--- config.mk ---
export PLATFORM = sky130hd
export DESIGN_NAME = sorted_table_insert
export DESIGN_NICKNAME = d
export VERILOG_FILES = /design/src/sti_pkg.sv /design/src/sti_cell.sv /design/src/sorted_table_insert.sv
export SDC_FILE = /design/constraint.sdc
export NUM_CORES = 2
export LEC_CHECK = 0
export BUFFER_PORTS_ARGS = -buffer_cell sky130_fd_sc_hd__buf_2
export CAP_MARGIN = 20
export CORE_ASPECT_RATIO = 0.5
export CORE_UTILIZATION = 40
export DETAILED_ROUTE_END_ITERATION = 8
export MAX_ROUTING_LAYER = met4
export PLACE_DENSITY = 0.52
export SETUP_SLACK_MARGIN = 0.2
export SYNTH_ARGS = -nofsm -noshare
export SYNTH_HDL_FRONTEND = slang
export SYNTH_SLANG_ARGS = --single-unit
export TNS_END_PERCENT = 50
--- constraint.sdc ---
create_clock -name clk -period 5.7 [get_ports clk]
set_input_delay 0.57 -clock clk [delete_from_list [all_inputs] [get_ports clk]]
set_output_delay 0.57 -clock clk [all_outputs]
set_load 0.005 [all_outputs]
--- src/sti_pkg.sv ---
package sti_pkg;

  localparam int DEPTH     = 32;
  localparam int MAX_OUT   = 32;
  localparam int VAL_W     = 32;
  localparam int IDX_W     = (DEPTH > 1) ? $clog2(DEPTH) : 1;
  localparam int CNT_W     = $clog2(DEPTH + 1);
  localparam int OUT_IDX_W = 5;
  localparam int OUT_POS_W = 6;
  localparam int OUT_N     = (DEPTH < MAX_OUT) ? DEPTH : MAX_OUT;

  // What a cell hands to its right-hand neighbor.
  typedef struct packed {
    logic signed [VAL_W-1:0] val;
    logic                    shift;  // this cell moves up on insert
    logic                    valid;
  } cell_link_t;

  typedef enum logic {
    ST_IDLE,
    ST_READ
  } state_t;

  typedef struct packed {
    logic busy;
    logic load;
  } ctrl_t;

endpackage

--- src/sti_cell.sv ---
module sti_cell (
  input  logic                                 clk,
  input  logic                                 rst,
  input  logic                                 ins,
  input  logic signed [sti_pkg::VAL_W-1:0]     new_value,
  input  sti_pkg::cell_link_t                  left,
  output sti_pkg::cell_link_t                  link,
  output logic                                 mark
);

  logic signed [sti_pkg::VAL_W-1:0] val;
  logic                             valid;
  logic                             shift;

  // Empty cells act as +infinity, so the new value lands at the first one.
  assign shift = !valid || (new_value < val);
  assign mark  = left.valid && !left.shift && shift;

  assign link.val   = val;
  assign link.shift = shift;
  assign link.valid = valid;

  always_ff @(posedge clk) begin
    if (rst) begin
      valid <= 1'b0;
    end else if (ins) begin
      valid <= valid || left.valid;
    end
  end

  always_ff @(posedge clk) begin
    if (ins && shift) begin
      val <= left.shift ? left.val : new_value;
    end
  end

endmodule

--- src/sorted_table_insert.sv ---
// Sorted table of signed 32-bit values held in a row of cells, one entry per
// cell. An insert (start high while busy low) is compared against every cell
// at once and the cells above the insertion point move up one place in that
// same cycle. The table is then read out in ascending order, one result per
// cycle on result_strobe, is_last on the final one; there is one result for
// each entry held after the insert, at most 32. The last result shows in the
// cycle busy drops, so the next start can be taken then.
// Results cannot be held off: the receiver must take each one when strobed.
// A full table drops the value and reads out with rejected set.
module sorted_table_insert (
  input  logic                                  clk,
  input  logic                                  rst,
  input  logic                                  start,
  output logic                                  busy,
  input  logic signed [sti_pkg::VAL_W-1:0]      new_value,
  output logic                                  result_strobe,
  output logic signed [sti_pkg::VAL_W-1:0]      entry_value,
  output logic        [sti_pkg::OUT_IDX_W-1:0]  entry_index,
  output logic        [sti_pkg::OUT_POS_W-1:0]  inserted_at,
  output logic                                  rejected,
  output logic                                  is_last
);

  localparam sti_pkg::cell_link_t BOUNDARY = '{val: '0, shift: 1'b0, valid: 1'b1};

  sti_pkg::cell_link_t              cell_out [sti_pkg::DEPTH];
  logic [sti_pkg::DEPTH-1:0]        marks;
  sti_pkg::state_t                  state, state_next;
  sti_pkg::ctrl_t                   ctrl;
  logic                             accept;
  logic                             full;
  logic                             ins;
  logic [sti_pkg::CNT_W-1:0]        count;
  logic [sti_pkg::CNT_W-1:0]        count_next;
  logic [sti_pkg::CNT_W-1:0]        pos;
  logic [sti_pkg::IDX_W-1:0]        pos_enc;
  logic                             rej;
  logic [sti_pkg::IDX_W-1:0]        read_idx;
  logic [sti_pkg::IDX_W-1:0]        last_idx;
  logic [sti_pkg::IDX_W-1:0]        last_idx_next;

  assign accept = start && !ctrl.busy;
  assign full   = (count == sti_pkg::CNT_W'(sti_pkg::DEPTH));
  assign ins    = accept && !full;
  assign busy   = ctrl.busy;

  for (genvar i = 0; i < sti_pkg::DEPTH; i++) begin : g_cell
    sti_pkg::cell_link_t left;
    if (i == 0) begin : g_first
      assign left = BOUNDARY;
    end else begin : g_rest
      assign left = cell_out[i-1];
    end
    sti_cell u_cell (
      .clk       (clk),
      .rst       (rst),
      .ins       (ins),
      .new_value (new_value),
      .left      (left),
      .link      (cell_out[i]),
      .mark      (marks[i])
    );
  end

  // marks is one-hot on insert, so an OR of indices encodes it.
  always_comb begin
    pos_enc = '0;
    for (int i = 0; i < sti_pkg::DEPTH; i++) begin
      if (marks[i]) begin
        pos_enc = pos_enc | sti_pkg::IDX_W'(i);
      end
    end
  end

  always_comb begin
    count_next = full ? count : count + 1'b1;
    if (count_next > sti_pkg::CNT_W'(sti_pkg::OUT_N)) begin
      last_idx_next = sti_pkg::IDX_W'(sti_pkg::OUT_N - 1);
    end else begin
      last_idx_next = sti_pkg::IDX_W'(count_next - 1'b1);
    end
  end

  always_ff @(posedge clk) begin
    if (rst) begin
      count <= '0;
    end else if (ins) begin
      count <= count_next;
    end
  end

  always_ff @(posedge clk) begin
    if (accept) begin
      rej      <= full;
      pos      <= full ? sti_pkg::CNT_W'(sti_pkg::DEPTH) : sti_pkg::CNT_W'(pos_enc);
      last_idx <= last_idx_next;
    end
  end

  always_ff @(posedge clk) begin
    if (rst) begin
      state <= sti_pkg::ST_IDLE;
    end else begin
      state <= state_next;
    end
  end

  always_comb begin
    state_next = state;
    unique case (state)
      sti_pkg::ST_IDLE: begin
        if (start) begin
          state_next = sti_pkg::ST_READ;
        end
      end
      sti_pkg::ST_READ: begin
        if (read_idx == last_idx) begin
          state_next = sti_pkg::ST_IDLE;
        end
      end
      default: state_next = sti_pkg::ST_IDLE;
    endcase
  end

  always_comb begin
    ctrl = '0;
    unique case (state)
      sti_pkg::ST_IDLE: ctrl = '0;
      sti_pkg::ST_READ: begin
        ctrl.busy = 1'b1;
        ctrl.load = 1'b1;
      end
      default: ctrl = '0;
    endcase
  end

  always_ff @(posedge clk) begin
    if (rst) begin
      read_idx <= '0;
    end else if (accept) begin
      read_idx <= '0;
    end else if (ctrl.load) begin
      read_idx <= read_idx + 1'b1;
    end
  end

  always_ff @(posedge clk) begin
    if (rst) begin
      result_strobe <= 1'b0;
    end else begin
      result_strobe <= ctrl.load;
    end
  end

  always_ff @(posedge clk) begin
    if (ctrl.load) begin
      entry_value <= cell_out[read_idx].val;
      entry_index <= sti_pkg::OUT_IDX_W'(read_idx);
      inserted_at <= sti_pkg::OUT_POS_W'(pos);
      rejected    <= rej;
      is_last     <= (read_idx == last_idx);
    end
  end

endmodule

Word-level counts from Yosys, hierarchy flattened. Index checks and enable logic that the tools add are counted.

Register bits after elaboration: 1126. Bits of input ports: 35. Word-level logic and storage cells: 491. Output and inout bits: 47.

$lt $le $gt $ge: 34. Equal/unequal tests: 4. Add/sub/neg operators: 3. Mux-type cells: 144. Reduce and logical (&&, ||, !) cells: 227. Bitwise logic cells: 2.

Operators with widths (count): 32-bit less-than comparator (32); 32-bit 2-to-1 mux (31); 34-bit binary-select mux with 5-bit select (1); 5-bit 2-to-1 mux (21); 1-bit logical AND (96); 1-bit 2-to-1 mux (69); 34-bit 2-to-1 mux (2); 1-bit zero test (65); 1-bit logical OR (63); 4-bit 2-to-1 mux (8); 6-bit 2-to-1 mux (4); 3-bit 2-to-1 mux (4); 6-bit by 1-bit adder with 6-bit output, second input constant (1); 6-bit == test, second input constant (1); 6-bit >= comparator, second input constant (1); 6-bit > comparator, second input constant (1); 5-bit NOT with 6-bit output (1); 5-bit by 1-bit adder with 5-bit output, second input constant (1); 5-bit == test (1); 5-bit by 1-bit subtractor with 5-bit output, second input constant (1); 2-bit 2-to-1 mux (2); 2-bit case mux with 2 select lines (1); 3-bit inequality test, second input constant (1); 3-bit nonzero test (1); 5 further kinds (5).

Longest topological paths before layout.
Depth after elaboration: 37. Depth in mapped cells: 13. Gate-level depth less buffers: 12.

Modules after synthesis. From an unflattened synthesis, not the netlist that was laid out.

Cell total of the unflattened synthesis: 7024. Area, all modules: 81620.8 um2.

Modules (own cells, without submodules): sti_cell (g_cell[0].u_cell ...) (times used 29, area each 2215.9 um2, cells an instance 192); sorted_table_insert (times used 1, area each 10821.6 um2, cells an instance 895); sti_cell (g_cell[7].u_cell ...) (times used 3, area each 2179.6 um2, cells an instance 187).

Worst setup path before layout. OpenSTA, ideal clock, no wires.

Kind: input to register. Start point: input port new_value[13] in the netlist's numbering. End point: register g_cell[17].u_cell.val[0] in the netlist's numbering (enable). Arrival time: 4.123 ns. Path slack: 1.116 ns. Data required time: 5.239 ns. Stages: 6. Library setup time: 0.461 ns. Buffers on the path: 0. Cells stage by stage: ha_1 > or4_1 > o22ai_1 > o221ai_1 > o311a_1 > nor3_1.

Word-level cells in the longest chain between the ends: 3.

RTL lines: from (decl) (line sorted_table_insert.sv:15) `input logic signed [sti_pkg::VAL_W-1:0] new_value,`; 32-bit less-than comparator (line sti_cell.sv:16) `assign shift = !valid || (new_value < val);`; 1-bit logical OR (line sti_cell.sv:16); 1-bit logical AND (line sti_cell.sv:32) `if (ins && shift) begin`; to (signal assigned) (line sti_cell.sv:33) `val <= left.shift ? left.val : new_value;`; to (decl) (line sti_cell.sv:11) `logic signed [sti_pkg::VAL_W-1:0] val;`.

Every way passes these cells. A chain may end at the register's enable or synchronous reset.

Worst setup path in the final report.
Start point: register g_cell[4].u_cell.val[26] in the netlist's numbering. End point: register pos[2] in the netlist's numbering (data pin).

Word-level cells in the longest chain between the ends: 32.

RTL lines: from (decl) (line sti_cell.sv:11); from (signal assigned) (line sti_cell.sv:33); 32-bit less-than comparator (*) (line sti_cell.sv:16); 1-bit logical OR (*) (line sti_cell.sv:16); 1-bit zero test (line sti_cell.sv:17) `assign mark = left.valid && !left.shift && shift;`; 1-bit logical AND (2 in a row) (line sti_cell.sv:17); 3-bit 2-to-1 mux (*) (3 in a row) (line sorted_table_insert.sv:69) `if (marks[i]) begin`; 4-bit 2-to-1 mux (*) (8 in a row) (line sorted_table_insert.sv:69); 5-bit 2-to-1 mux (*) (16 in a row) (line sorted_table_insert.sv:69); to (signal assigned) (line sorted_table_insert.sv:95) `pos <= full ? sti_pkg::CNT_W'(sti_pkg::DEPTH) : sti_pkg::CNT_W'(pos_enc);`; to (decl) (line sorted_table_insert.sv:35) `logic [sti_pkg::CNT_W-1:0] pos;`.

Mark *: on every way between the ends. The rest lies on a longest branch, timed or not.

==> run metrics <==
fin area=0.08702 mm2; DRC Markers=0; synth top area cells=edfxtp_1 41%, ha_1 16%, mux4_2 9.2%; clk buf depth=3; CP startpoint kind=flip-flop; Reg clk slew, reported paths=70 ps; die height=315.1 um; Pwr Total=0.02271 W; Root Buffer Master=clkbuf_16; sequential-to-total area share from yosys stat=between 40% and 50%; routed len/inst=24.84 um; Main synth FF type=edfxtp_1; Compound-Gate Fraction of Synth Area=11.71%; relative slew slack=between 15 and 20%; antenna violations before repair=29; vias in the first global route=54,780; Nets=8,450; CTS hold repair buffers=0; # resized after CTS=0; post-synth cell types=79; most numerous cell in the Yosys netlist=edfxtp_1; number of synthesized flops with an enable pin=1,079; Worst Path Arrival=between 5000 and 6000 ps; Mean Syn Cell Area=10.62 um2; Worst Max-Slew Pin Slew=1192 ps; final hold violations=0; Routed Antenna Nets=0; status=finished clean; Placement Cell Area=0.08308 mm2; Tmin final=4428 ps; Routed Wire Length=251,800 um; Setup Buffers After CTS=0; DRT iter0 DRCs=6,031; post-DP HPWL=between 150,000 and 200,000 um; Post-Synth XOR/XNOR Area=0.2010%; Yosys warnings=0; global-route wire length before repair=367,700 um; setup violators final=0; post-synthesis async set-or-reset flop share=0%; Max IR drop VDD=between 0.2 and 0.25 mV; CTS buffer count=119; H-tree level count=3; post-synthesis adder-cell area fraction=15.90%; clk sink count=between 1,000 and 1,500; num ports=a little over 80; multiplexer share of the synthesized area=13.87%; Rows=114; total vias in the final route=57,530; routability cong.=0.9100; Via-to-Cell Ratio=5.674; Worst Path Required=6310 ps; largest net degree at the start of global routing=66; number of synthesized register bits=1,124; fin util=44.86%; total negative setup slack=0 ps; area share of the largest cell type after synthesis=slightly above 40%; largest family of logic cells by synthesized area=adder cells; hold crit path type=in2reg; Power Density=261.0 mW/mm2; Pre-Repair DR Iteration Count=6; starting density of the core=40.44%; Setup CP Type=reg2reg; share of layout cells above drive strength 1=15.79%; clock insertion delay at the later pin of the skew report=770 ps; gr usage total=between 20% and 30%; FMAX=0.2258 GHz; Worst Clk Skew=25.74 ps; largest area contributor in the netlist=edfxtp_1; unrepaired setup endpoints after global routing=false; Die X=628.3 um; Worst setup EP type=flip-flop; I/O Buffers=81; top cells by count, synth=1,079 x edfxtp_1, 1,037 x inv_1, 997 x ha_1, 944 x nand2_1, 879 x o21ai_0; Crit Path Max Fanout=20; max-slew violations=0; Post-Syn Instances=roughly 7,400; Min Hold Slack=200.7 ps; total grt overflow=0; Pleak=35.17 nW; post-synthesis simple-gate area fraction=8.943%; Netlist Area Pre-Place=0.07845 mm2; core box area=0.1940 mm2; syn_nets=8,420; Area growth syn-to-layout=10.92%; FILL cells=roughly 18,000; CTS tree=yes; max-cap viol count=0; fin crit share=77.68%; die footprint=0.1980 mm2
[where the power goes]
part,internal [W],total [W],switching [W]
logic,0.00166,0.00425,0.00259
clock network,0.00450,0.00818,0.00369
registers,0.00984,0.0103,0.000439
[metrics by stage]
step	setup WS [ps]	instances
4_1_cts	1478	10130
3_5_place_dp	769.9	9907
3_3_place_gp	828.9	9906
2_1_floorplan	1116	7388
5_1_grt	1253	10140
6_report	1272	10140
[worst max-delay path, cell delays in order (launching register included)]
cell and delay (ps):
edfxtp_1 410, inv_1 140, ha_1 270, nand4_1 260
inv_1 70, a221oi_1 610, o211ai_1 150, a41oi_1 320
mux2i_4 930, nor2b_1 550, a211oi_1 150, and3_1 240
a31oi_1 150
[layout by cell type, fill, tap and decap left out, drive strengths merged, types with 140 or more instances in the layout]
cell    instances
clkbuf        140
a21oi         309
o21ai         892
buf           286
edfxtp       1079
mux4          320
inv          1043
nor2          195
mux2          313
nand2         944
ha            997
[layer usage]
metal | track usage, % | share of wire, % | vias to the layer above
met5 | - | 0 | -
met4 | 5.380 | 2.1 | 0
met3 | 4.522 | 8.7 | 228
met2 | 37.56 | 42 | 2018
met1 | 37.87 | 47 | 28280
li1 | - | - | 27000
[registers in the layout, summed over array words and instances (netlist names)]
register             cells
is_last                  1
count                    6
entry_index              5
read_idx                 5
g_cell.u_cell.val     1024
entry_value             32
inserted_at              6
state                    1
last_idx                 5
g_cell.u_cell.valid     32
pos                      6
result_strobe            1
[final timing paths]
path	cells after the start	start	slack, ps	endpoint
max	12	g_cell[4].u_cell.val[26]	1270	pos[2]
min reg2reg	0	pos[5]	420	inserted_at[5]
max reg2reg	12	g_cell[4].u_cell.val[26]	1270	pos[2]
min	4	start	200	read_idx[0]
[final cells by class]
type	instances	area [um2]	share of cell area [%]
well taps	2610	3266	3.753
multi-input cells	4849	40180	46.18
clock buffers	140	3118	3.583
repair buffers	286	2422	2.784
flip-flops and latches	1124	33320	38.29
clock inverters	86	799.5	0.9188
inverters	1038	3896	4.478
diodes	6	15.01	0.01725
[logic make-up after synthesis]
logic type | after synthesis
buffers and inverters | 1415
muxes | 647
AOI/OAI and AO/OA | 1600
xor gates and xnor gates | 18
DFF | 1124
adders and majority gates | 997
and+or+nand+nor | 1587
Note: power is estimated with default switching activity, not from simulation.
